## config.mk

```make
export PLATFORM = sky130hd
export DESIGN_NAME = event_burst_window_detector
export DESIGN_NICKNAME = d
export VERILOG_FILES = /design/src/sv/ebwd_pkg.sv /design/src/sv/event_burst_window_detector.sv /design/src/sv/ebwd_ring.sv
export SDC_FILE = /design/constraint.sdc
export NUM_CORES = 1
export LEC_CHECK = 0
export BUFFER_PORTS_ARGS = -buffer_cell sky130_fd_sc_hd__buf_2
export CORE_UTILIZATION = 45
export DETAILED_ROUTE_END_ITERATION = 16
export PLACE_DENSITY_LB_ADDON = 0.15
export SLEW_MARGIN = 20
export SYNTH_ARGS = -nofsm -noshare
export SYNTH_HDL_FRONTEND = slang
export SYNTH_SLANG_ARGS = --single-unit
```

## constraint.sdc

```tcl
create_clock -name clk_i -period 9.15 [get_ports clk_i]
set_clock_uncertainty 0.15 [all_clocks]
set_input_delay 1.83 -clock clk_i [delete_from_list [all_inputs] [get_ports clk_i]]
set_output_delay 1.83 -clock clk_i [all_outputs]
set_load 0.01 [all_outputs]
```

## src/sv/ebwd_pkg.sv

```systemverilog
// ----------------------------------------------------------------------------
// ebwd_pkg
// Shared constants and types for the event burst window detector.
// ----------------------------------------------------------------------------
package ebwd_pkg;

  localparam int unsigned WINDOW_EVENTS = 16;
  localparam int unsigned SLOT_W        = (WINDOW_EVENTS > 1) ? $clog2(WINDOW_EVENTS) : 1;
  localparam int unsigned CNT_W         = $clog2(WINDOW_EVENTS + 1);

  localparam int unsigned STAMP_W = 64;
  localparam int unsigned HELD_W  = 5;

  localparam int unsigned IN_DATA_W  = 64;
  localparam int unsigned OUT_DATA_W = 72;

  localparam logic [SLOT_W-1:0] SLOT_LAST = SLOT_W'(WINDOW_EVENTS - 1);
  localparam logic [CNT_W-1:0]  CNT_FULL  = CNT_W'(WINDOW_EVENTS);
  localparam logic [HELD_W-1:0] HELD_FULL = HELD_W'(WINDOW_EVENTS);

  // Read side of the ring, registered on each push
  typedef struct packed {
    logic [STAMP_W-1:0] first;
    logic [STAMP_W-1:0] now;
    logic [CNT_W-1:0]   held;
    logic               full;
  } ring_rd_t;

  function automatic logic [SLOT_W-1:0] slot_adv(input logic [SLOT_W-1:0] slot);
    logic [SLOT_W-1:0] nxt;
    nxt = (slot == SLOT_LAST) ? '0 : slot + SLOT_W'(1);
    return nxt;
  endfunction

endpackage

```

## src/sv/event_burst_window_detector.sv

```systemverilog
// ----------------------------------------------------------------------------
// event_burst_window_detector
// Keeps the last WINDOW_EVENTS event timestamps in a ring and flags bursts
// whose span over a full window is at or below a programmed threshold.
// ----------------------------------------------------------------------------
//  channel   direction  tdata fields (LSB first)
//  s_axis    in         event_time[63:0]
//  m_axis    out        too_fast, window_full, window_span[63:0], events_held[4:0]
//  cfg       in         span_threshold[63:0] (write only)
//
//  One transaction per cycle sustained unless the output stalls. Stages:
//  ring read register, then subtract and compare into the output register.
//  The ring memory port pair sets the rate: one write and one read per event.
//  Reset clears slot pointers, fill count, threshold and valid flags.
//  A stalled output holds its register; input stays ready while the pipe
//  can advance.
// ----------------------------------------------------------------------------
module event_burst_window_detector (
  input  logic                              clk_i,
  input  logic                              rst_ni,
  input  logic                              s_axis_tvalid_i,
  output logic                              s_axis_tready_o,
  input  logic [ebwd_pkg::IN_DATA_W-1:0]    s_axis_tdata_i,   // event_time[63:0]
  output logic                              m_axis_tvalid_o,
  input  logic                              m_axis_tready_i,
  // too_fast[0], window_full[1], window_span[65:2], events_held[70:66], zero[71]
  output logic [ebwd_pkg::OUT_DATA_W-1:0]   m_axis_tdata_o,
  input  logic                              cfg_we_i,
  input  logic [ebwd_pkg::STAMP_W-1:0]      cfg_wdata_i
);
  import ebwd_pkg::*;

  logic               accept;
  logic               s1_valid_q;
  logic               s1_adv;
  ring_rd_t           ring_rd;
  logic [STAMP_W-1:0] threshold_q;
  logic [STAMP_W-1:0] span;
  logic               too_fast;

  logic               out_valid_q;
  logic               out_fast_q;
  logic               out_full_q;
  logic [STAMP_W-1:0] out_span_q;
  logic [HELD_W-1:0]  out_held_q;

  assign s1_adv          = !out_valid_q || m_axis_tready_i;
  assign s_axis_tready_o = !s1_valid_q || s1_adv;
  assign accept          = s_axis_tvalid_i && s_axis_tready_o;

  ebwd_ring u_ring (
    .clk_i        (clk_i),
    .rst_ni       (rst_ni),
    .push_i       (accept),
    .event_time_i (s_axis_tdata_i[STAMP_W-1:0]),
    .rd_o         (ring_rd)
  );

  always_ff @(posedge clk_i or negedge rst_ni) begin
    if (!rst_ni) begin
      threshold_q <= '0;
    end else if (cfg_we_i) begin
      threshold_q <= cfg_wdata_i;
    end
  end

  assign span     = ring_rd.now - ring_rd.first;
  assign too_fast = ring_rd.full && (span <= threshold_q);

  always_ff @(posedge clk_i or negedge rst_ni) begin
    if (!rst_ni) begin
      s1_valid_q  <= 1'b0;
      out_valid_q <= 1'b0;
    end else begin
      if (accept) begin
        s1_valid_q <= 1'b1;
      end else if (s1_adv) begin
        s1_valid_q <= 1'b0;
      end
      if (s1_valid_q && s1_adv) begin
        out_valid_q <= 1'b1;
      end else if (m_axis_tready_i) begin
        out_valid_q <= 1'b0;
      end
    end
  end

  always_ff @(posedge clk_i) begin
    if (s1_valid_q && s1_adv) begin
      out_fast_q <= too_fast;
      out_full_q <= ring_rd.full;
      out_span_q <= span;
      out_held_q <= HELD_W'(ring_rd.held);
    end
  end

  assign m_axis_tvalid_o = out_valid_q;
  assign m_axis_tdata_o  = {1'b0, out_held_q, out_span_q, out_full_q, out_fast_q};

endmodule

```

## src/sv/ebwd_ring.sv

```systemverilog
// ----------------------------------------------------------------------------
// ebwd_ring
// Timestamp ring: slot pointers, fill count and a synchronous memory with a
// registered read of the oldest entry. Same-slot read and write forwards.
// ----------------------------------------------------------------------------
module ebwd_ring (
  input  logic                          clk_i,
  input  logic                          rst_ni,
  input  logic                          push_i,
  input  logic [ebwd_pkg::STAMP_W-1:0]  event_time_i,
  output ebwd_pkg::ring_rd_t            rd_o
);
  import ebwd_pkg::*;

  logic [STAMP_W-1:0] mem [WINDOW_EVENTS];

  logic [SLOT_W-1:0]  oldest_q, oldest_d;
  logic [SLOT_W-1:0]  next_q, next_d;
  logic [CNT_W-1:0]   count_q, count_d;
  logic               drop;

  logic [STAMP_W-1:0] rd_data_q;
  logic [STAMP_W-1:0] now_q;
  logic               fwd_q;
  logic [CNT_W-1:0]   held_q;
  logic               full_q;

  always_comb begin
    drop     = (count_q == CNT_FULL);
    oldest_d = drop ? slot_adv(oldest_q) : oldest_q;
    next_d   = slot_adv(next_q);
    count_d  = drop ? count_q : count_q + CNT_W'(1);
  end

  always_ff @(posedge clk_i or negedge rst_ni) begin
    if (!rst_ni) begin
      oldest_q <= '0;
      next_q   <= '0;
      count_q  <= '0;
    end else if (push_i) begin
      oldest_q <= oldest_d;
      next_q   <= next_d;
      count_q  <= count_d;
    end
  end

  always_ff @(posedge clk_i) begin
    if (push_i) begin
      mem[next_q] <= event_time_i;
      rd_data_q   <= mem[oldest_d];
      now_q       <= event_time_i;
      fwd_q       <= (oldest_d == next_q);
      held_q      <= count_d;
      full_q      <= (count_d == CNT_FULL);
    end
  end

  assign rd_o.first = fwd_q ? now_q : rd_data_q;
  assign rd_o.now   = now_q;
  assign rd_o.held  = held_q;
  assign rd_o.full  = full_q;

endmodule

```

Word-level counts from Yosys, hierarchy flattened
Memories as Yosys holds them, arrays and structs flattened. A register that Yosys moved wholly into a read port is not among the register bits.
Cells that the tools add are included.

word-level totals
  register bits = 221
  RAM bits = 1024
  input port bits = 133
  output and inout bits = 74
  memories = 1

memory list
  memory      words  bits a word  read ports  clocked after memory_dff  wr ports  line             source
  u_ring.mem  16     64           1           1                         1         ebwd_ring.sv:15  logic [STAMP_W-1:0] mem [WINDOW_EVENTS];

cells by class
  add/sub/neg operators = 4
  $lt $le $gt $ge = 1
  eq/ne operators = 5
  mux-type cells = 11
  reductions and logical operators = 9

operator list
  kind                                         number
  less-or-equal comparator 64 bit              1
  two-way mux 64 bit                           1
  subtractor 64 bit                            1
  two-way mux 4 bit                            3
  == test 5 bit, second input constant         2
  adder 4 x 1 -> 4 bit, second input constant  2
  == test 4 bit, second input constant         2
  two-way mux 1 bit                            6
  adder 5 x 1 -> 5 bit, second input constant  1
  two-way mux 5 bit                            1
  == test 4 bit                                1
  nonzero test 2 bit                           2
  logical AND 1 bit                            3
  zero test 1 bit                              2
  logical OR 1 bit                             2

Depth between registers and ports, before layout
  depth in word-level cells = 6
  gate-level depth with buffers = 23
  mapped depth without buffers = 22

Modules after synthesis
From an unflattened synthesis, not the netlist that was laid out.

second synthesis, totals
  cells, all modules = 5135
  area, all modules = 61781.8 µm²

by module, submodules not included
  module                       times used  cells each  area an instance (µm²)  sequential area each (µm²)
  ebwd_ring                    1           4090        52022.4                 35128.7
  event_burst_window_detector  1           1045        9759.4                  3783.6

Worst setup path before layout
OpenSTA, ideal clock, no wires.

  kind = input port to flip-flop
  start = in m_axis_tready_i
  end = mem u_ring.mem[13][0], enable pin
  arrival = 8048 ps
  required time = 8573 ps
  path slack = 525 ps
  cell stages on the path = 5
  path buffers = 1
  cells stage by stage = nand3b_1 -> nand2_1 -> inv_1 -> clkbuf_1 -> and4_1

on the way
  longest elaborated chain between the ends = 5

RTL lines
  item                                     line                               source
  start: declaration                       event_burst_window_detector.sv:25  input logic m_axis_tready_i,
  logical OR 1 bit                         event_burst_window_detector.sv:47  assign s1_adv = !out_valid_q || m_axis_tready_i;
  logical OR 1 bit                         event_burst_window_detector.sv:48  assign s_axis_tready_o = !s1_valid_q || s1_adv;
  logical AND 1 bit                        event_burst_window_detector.sv:49  assign accept = s_axis_tvalid_i && s_axis_tready_o;
  net accept                               event_burst_window_detector.sv:33  logic accept;
  two-way mux 1 bit                        ebwd_ring.sv:48                    if (push_i) begin
  two-way mux 1 bit (not written as such)  ebwd_ring.sv:49                    mem[next_q] <= event_time_i;
  end: declaration                         ebwd_ring.sv:15

The timed path passes the listed nets, and every way through them passes these cells.

Final worst setup path
  start = reg u_ring.fwd_q
  end = reg out_fast_q (data pin)

on the way
  longest elaborated chain between the ends = 4

RTL lines
  item                             line                               source
  start: declaration               ebwd_ring.sv:24                    logic fwd_q;
  start signal: assignment         ebwd_ring.sv:52                    fwd_q <= (oldest_d == next_q);
  two-way mux 64 bit               ebwd_ring.sv:58                    assign rd_o.first = fwd_q ? now_q : rd_data_q;
  subtractor 64 bit                event_burst_window_detector.sv:67  assign span = ring_rd.now - ring_rd.first;
  net span[61]                     event_burst_window_detector.sv:38  logic [STAMP_W-1:0] span;
  less-or-equal comparator 64 bit  event_burst_window_detector.sv:68  assign too_fast = ring_rd.full && (span <= threshold_q);
  logical AND 1 bit                event_burst_window_detector.sv:68
  net too_fast                     event_burst_window_detector.sv:39  logic too_fast;
  end signal: assignment           event_burst_window_detector.sv:90  out_fast_q <= too_fast;
  end: declaration                 event_burst_window_detector.sv:42  logic out_fast_q;

The timed path passes the listed nets, and every way through them passes these cells.
A chain may end at the register's enable or synchronous reset.

==> flow_summary.toml <==
[status]
status = "finished, final reports clean"

[setup_path]
path_max_fanout = 41
crit_required_ns = 9.59
arrival_ns = 7.05
cp-end-kind = "flop"
critPathLaunchType = "flop"
path_class = "flop to flop"

[sta]
layout_min_cycle_time_ns = 6.60
maxSlewHeadroom_pct = 30.1
rsz0062_at_grt = "no"
slew_violations = 0
hold_slack_ns = 0.268
hold_viol = 0
fin_tns_setup_ns = 0
finalSetupViolCount = 0
worst_pin_slew_ns = 1.05
timing.final.ws_setup_ns = 2.55
max_freq_mhz = 151
period_share_pct = 72.2

[placement]
dp_hpwl_um = 83200
numPortBuffers = 205
place_worst_setup_slack_ns = 2.59
placed_area_um2 = 57000
gp_congestion = 0.935
dpl.cell_count = 4774

[clock_network]
path_clk_slew_ns = 0.06
cts_buffer_depth = 3
root_buffer = "clkbuf_16"
htree_levels = 4
cts_setup_buffers = 0
postCtsHoldBufs = 0
cts_resized = 0
cts_made_buffers = 141
cts_tree = "done"
clkSinkCount = 1309
insertion_delay_ns = 0.76

[global_routing]
antenna_found_initial = 8
track_usage_pct = 23.1
grt_start_max_net_pins = 112
grt_pass1_vias = 29500
grt_pass1_wl_um = 201000
grt_overflow = 0

[cells_and_area]
drive_gt1_share_pct = 21.7
stdcell_count = 5039
multiInputGateArea_um2 = 14400
syn_to_final_growth_pct = 13.7
fillCellCount = 9537
final_common_cell = "edfxtp_1"
finalInstanceArea_um2 = 61600
layout.nets = 3586
mostFrequentLayoutCells = "1230 x edfxtp_1, 266 x nand2_1, 256 x mux4_2"
ff_latch_area_um2 = 38900

[power_and_ir_drop]
seq_power_share_pct = 39.5
comb_power_share_pct = 32.1
intPower_mw = 13.3
power_density_nw_per_um2 = 319
power_switching_mw = 6.39
swShare_pct = 32.5
clockPowerShare_pct = 28.3
peakVddDrop_mv = 0.255
leakagePower_nw = 21.5

[drt]
drcViolationCount = 0
vias_per_cell = 5.85
drtIter0Drc = 2775
finalWirelength_um = 141000
wire_per_inst_um = 27.9
drt-pass1-iter-count = 5
vias = 29500
ant_nets = 0

[synthesis]
syn-num-nets = 3344
synth_edf_count = 1230
synth_ff_type = "edfxtp_1"
synth_cell_types = 67
synth_seq_cells = 1309
async_flop_share_pct = 6.04
synthesis.instances = 3076
netlist.area_leader.share_pct = 68.2
yosysWarnings = 0
syn_area_um2 = 54200
ys_seq_area_share_pct = 71.8
avgSynthCellArea_um2 = 17.6
synth.area.top_cells = "edfxtp_1 68%, mux4_2 11%, dfrtp_1 3.6%"
yosysTopAreaCell = "edfxtp_1"

[die]
initial_core_util_pct = 45.6
die_height_um = 349
core_um2 = 119000
row_count = 126
io_pins = 207
die_w_um = 349
dieArea_um2 = 122000

[run]
maxCapViolCount = 0

[min_path]
min_path_type = "flop to flop"
kinds of logic after synthesis:
family          count (synthesis)  share of synthesized area [%]
simple gates                  517                           4.49
flops                        1309                           71.8
xor+xnor                       73                           1.18
mux                           324                           11.9
other cells                     1                        0.00692
fa+ha+maj                     135                           3.13
buf+inv                       238                           1.82
compound gates                479                           5.63
flip-flops by register name (all words and copies together), names as in the netlist:
name / cells
out_full_q: 1
s1_valid_q: 1
out_fast_q: 1
u_ring.full_q: 1
u_ring.mem: 1024
out_span_q: 64
m_axis_tvalid_o: 1
u_ring.now_q: 64
u_ring.held_q: 5
u_ring.count_q: 5
u_ring.rd_data_q: 64
u_ring.next_q: 4
threshold_q: 64
out_held_q: 5
u_ring.oldest_q: 4
u_ring.fwd_q: 1
through the flow:
step	utilization, %	power (mW)
3_5_place_dp	48.0	14.2
6_report	51.9	19.6
5_1_grt	51.9	20.5
2_1_floorplan	-	12.2
3_3_place_gp	48.0	14.1
4_1_cts	51.8	19.8
routing by layer:
layer / vias up / wire length, µm / GRT usage, %
met5: - / 38 / 0
met4: 6 / 4200 / 7.98
met3: 228 / 11900 / 5.72
met2: 1194 / 64700 / 35.3
met1: 15300 / 59700 / 32.4
li1: 12700 / - / -
path summary, 6_finish.rpt:
kind                                       startpoint                     endpoint  slack [ns]  cells after the start
setup / recovery               u_ring.fwd_q$_DFFE_PP_         out_fast_q$_DFFE_PP_        2.55                     20
hold / removal             u_ring.held_q[1]$_DFFE_PP_      out_held_q[1]$_DFFE_PP_        0.27                      0
setup reg to reg               u_ring.fwd_q$_DFFE_PP_         out_fast_q$_DFFE_PP_        2.55                     20
hold reg to reg            u_ring.held_q[1]$_DFFE_PP_      out_held_q[1]$_DFFE_PP_        0.27                      0
max in group asynchronous                      rst_ni  threshold_q[45]$_DFFE_PN0P_        6.83                      2
min in group asynchronous                      rst_ni  threshold_q[35]$_DFFE_PN0P_        0.91                      1
synth_stat cells, types with 3 or more instances:
cell	count
edfxtp_1	1230
nand2_1	266
mux4_2	256
ha_1	134
o21ai_0	118
inv_1	89
a21oi_1	87
clkbuf_1	84
dfrtp_1	79
and2_1	78
a31oi_1	76
a211oi_1	68
mux2i_1	65
a21o_1	60
nor2_1	55
buf_2	44
xnor2_1	39
nand4_1	34
xor2_1	34
nor3_1	15
nand3_1	12
and3_1	10
nor2b_1	10
o21bai_1	10
buf_1	9
buf_4	9
nand2b_1	8
and4_1	6
nor4_1	6
o21a_1	6
a221oi_1	5
o211ai_1	5
or3_1	5
a2111oi_0	4
a31o_2	4
nor3b_1	4
o31ai_1	4
or2_2	4
a21boi_0	3
clkbuf_2	3
o221ai_1	3
o41ai_1	3
critical path: stages, from the launching register on:
cell and delay, ns:
edfxtp_1 0.84, buf_4 0.68, mux2i_1 0.17, ha_1 0.45, and4_1 0.29, nand2b_1 0.12
a2111o_1 0.45, o21ai_0 0.16, o21ai_0 0.21, o21ai_1 0.47, nor2_1 0.19, o311ai_1 0.38
xor2_1 0.27, ha_1 0.30, a21o_1 0.18, a21o_1 0.17, a21oi_1 0.15, o21ai_0 0.13
a221oi_1 0.34, o21ai_0 0.15, a21boi_0 0.18
area by class of cell:
class / instances / area share, %
Antenna cell: 3 / 0.0122
Clock buffer: 187 / 6.23
Clock inverter: 74 / 1.10
Inverter: 89 / 0.551
Multi-Input combinational cell: 1529 / 23.4
Sequential cell: 1309 / 63.2
Tap cell: 1600 / 3.25
Timing Repair Buffer: 248 / 2.30
power by group through the flow:
stage / Combinational [mW] / Sequential (mW) / Clock [mW]
after global routing: 6.85 / 7.81 / 5.88
after floorplan: 4.44 / 7.72 / 0
final: 6.31 / 7.77 / 5.57
after global placement: 6.25 / 7.87 / 0
after detailed placement: 6.32 / 7.88 / 0
after CTS: 6.35 / 7.77 / 5.67
(Power assumes the default switching activity.)
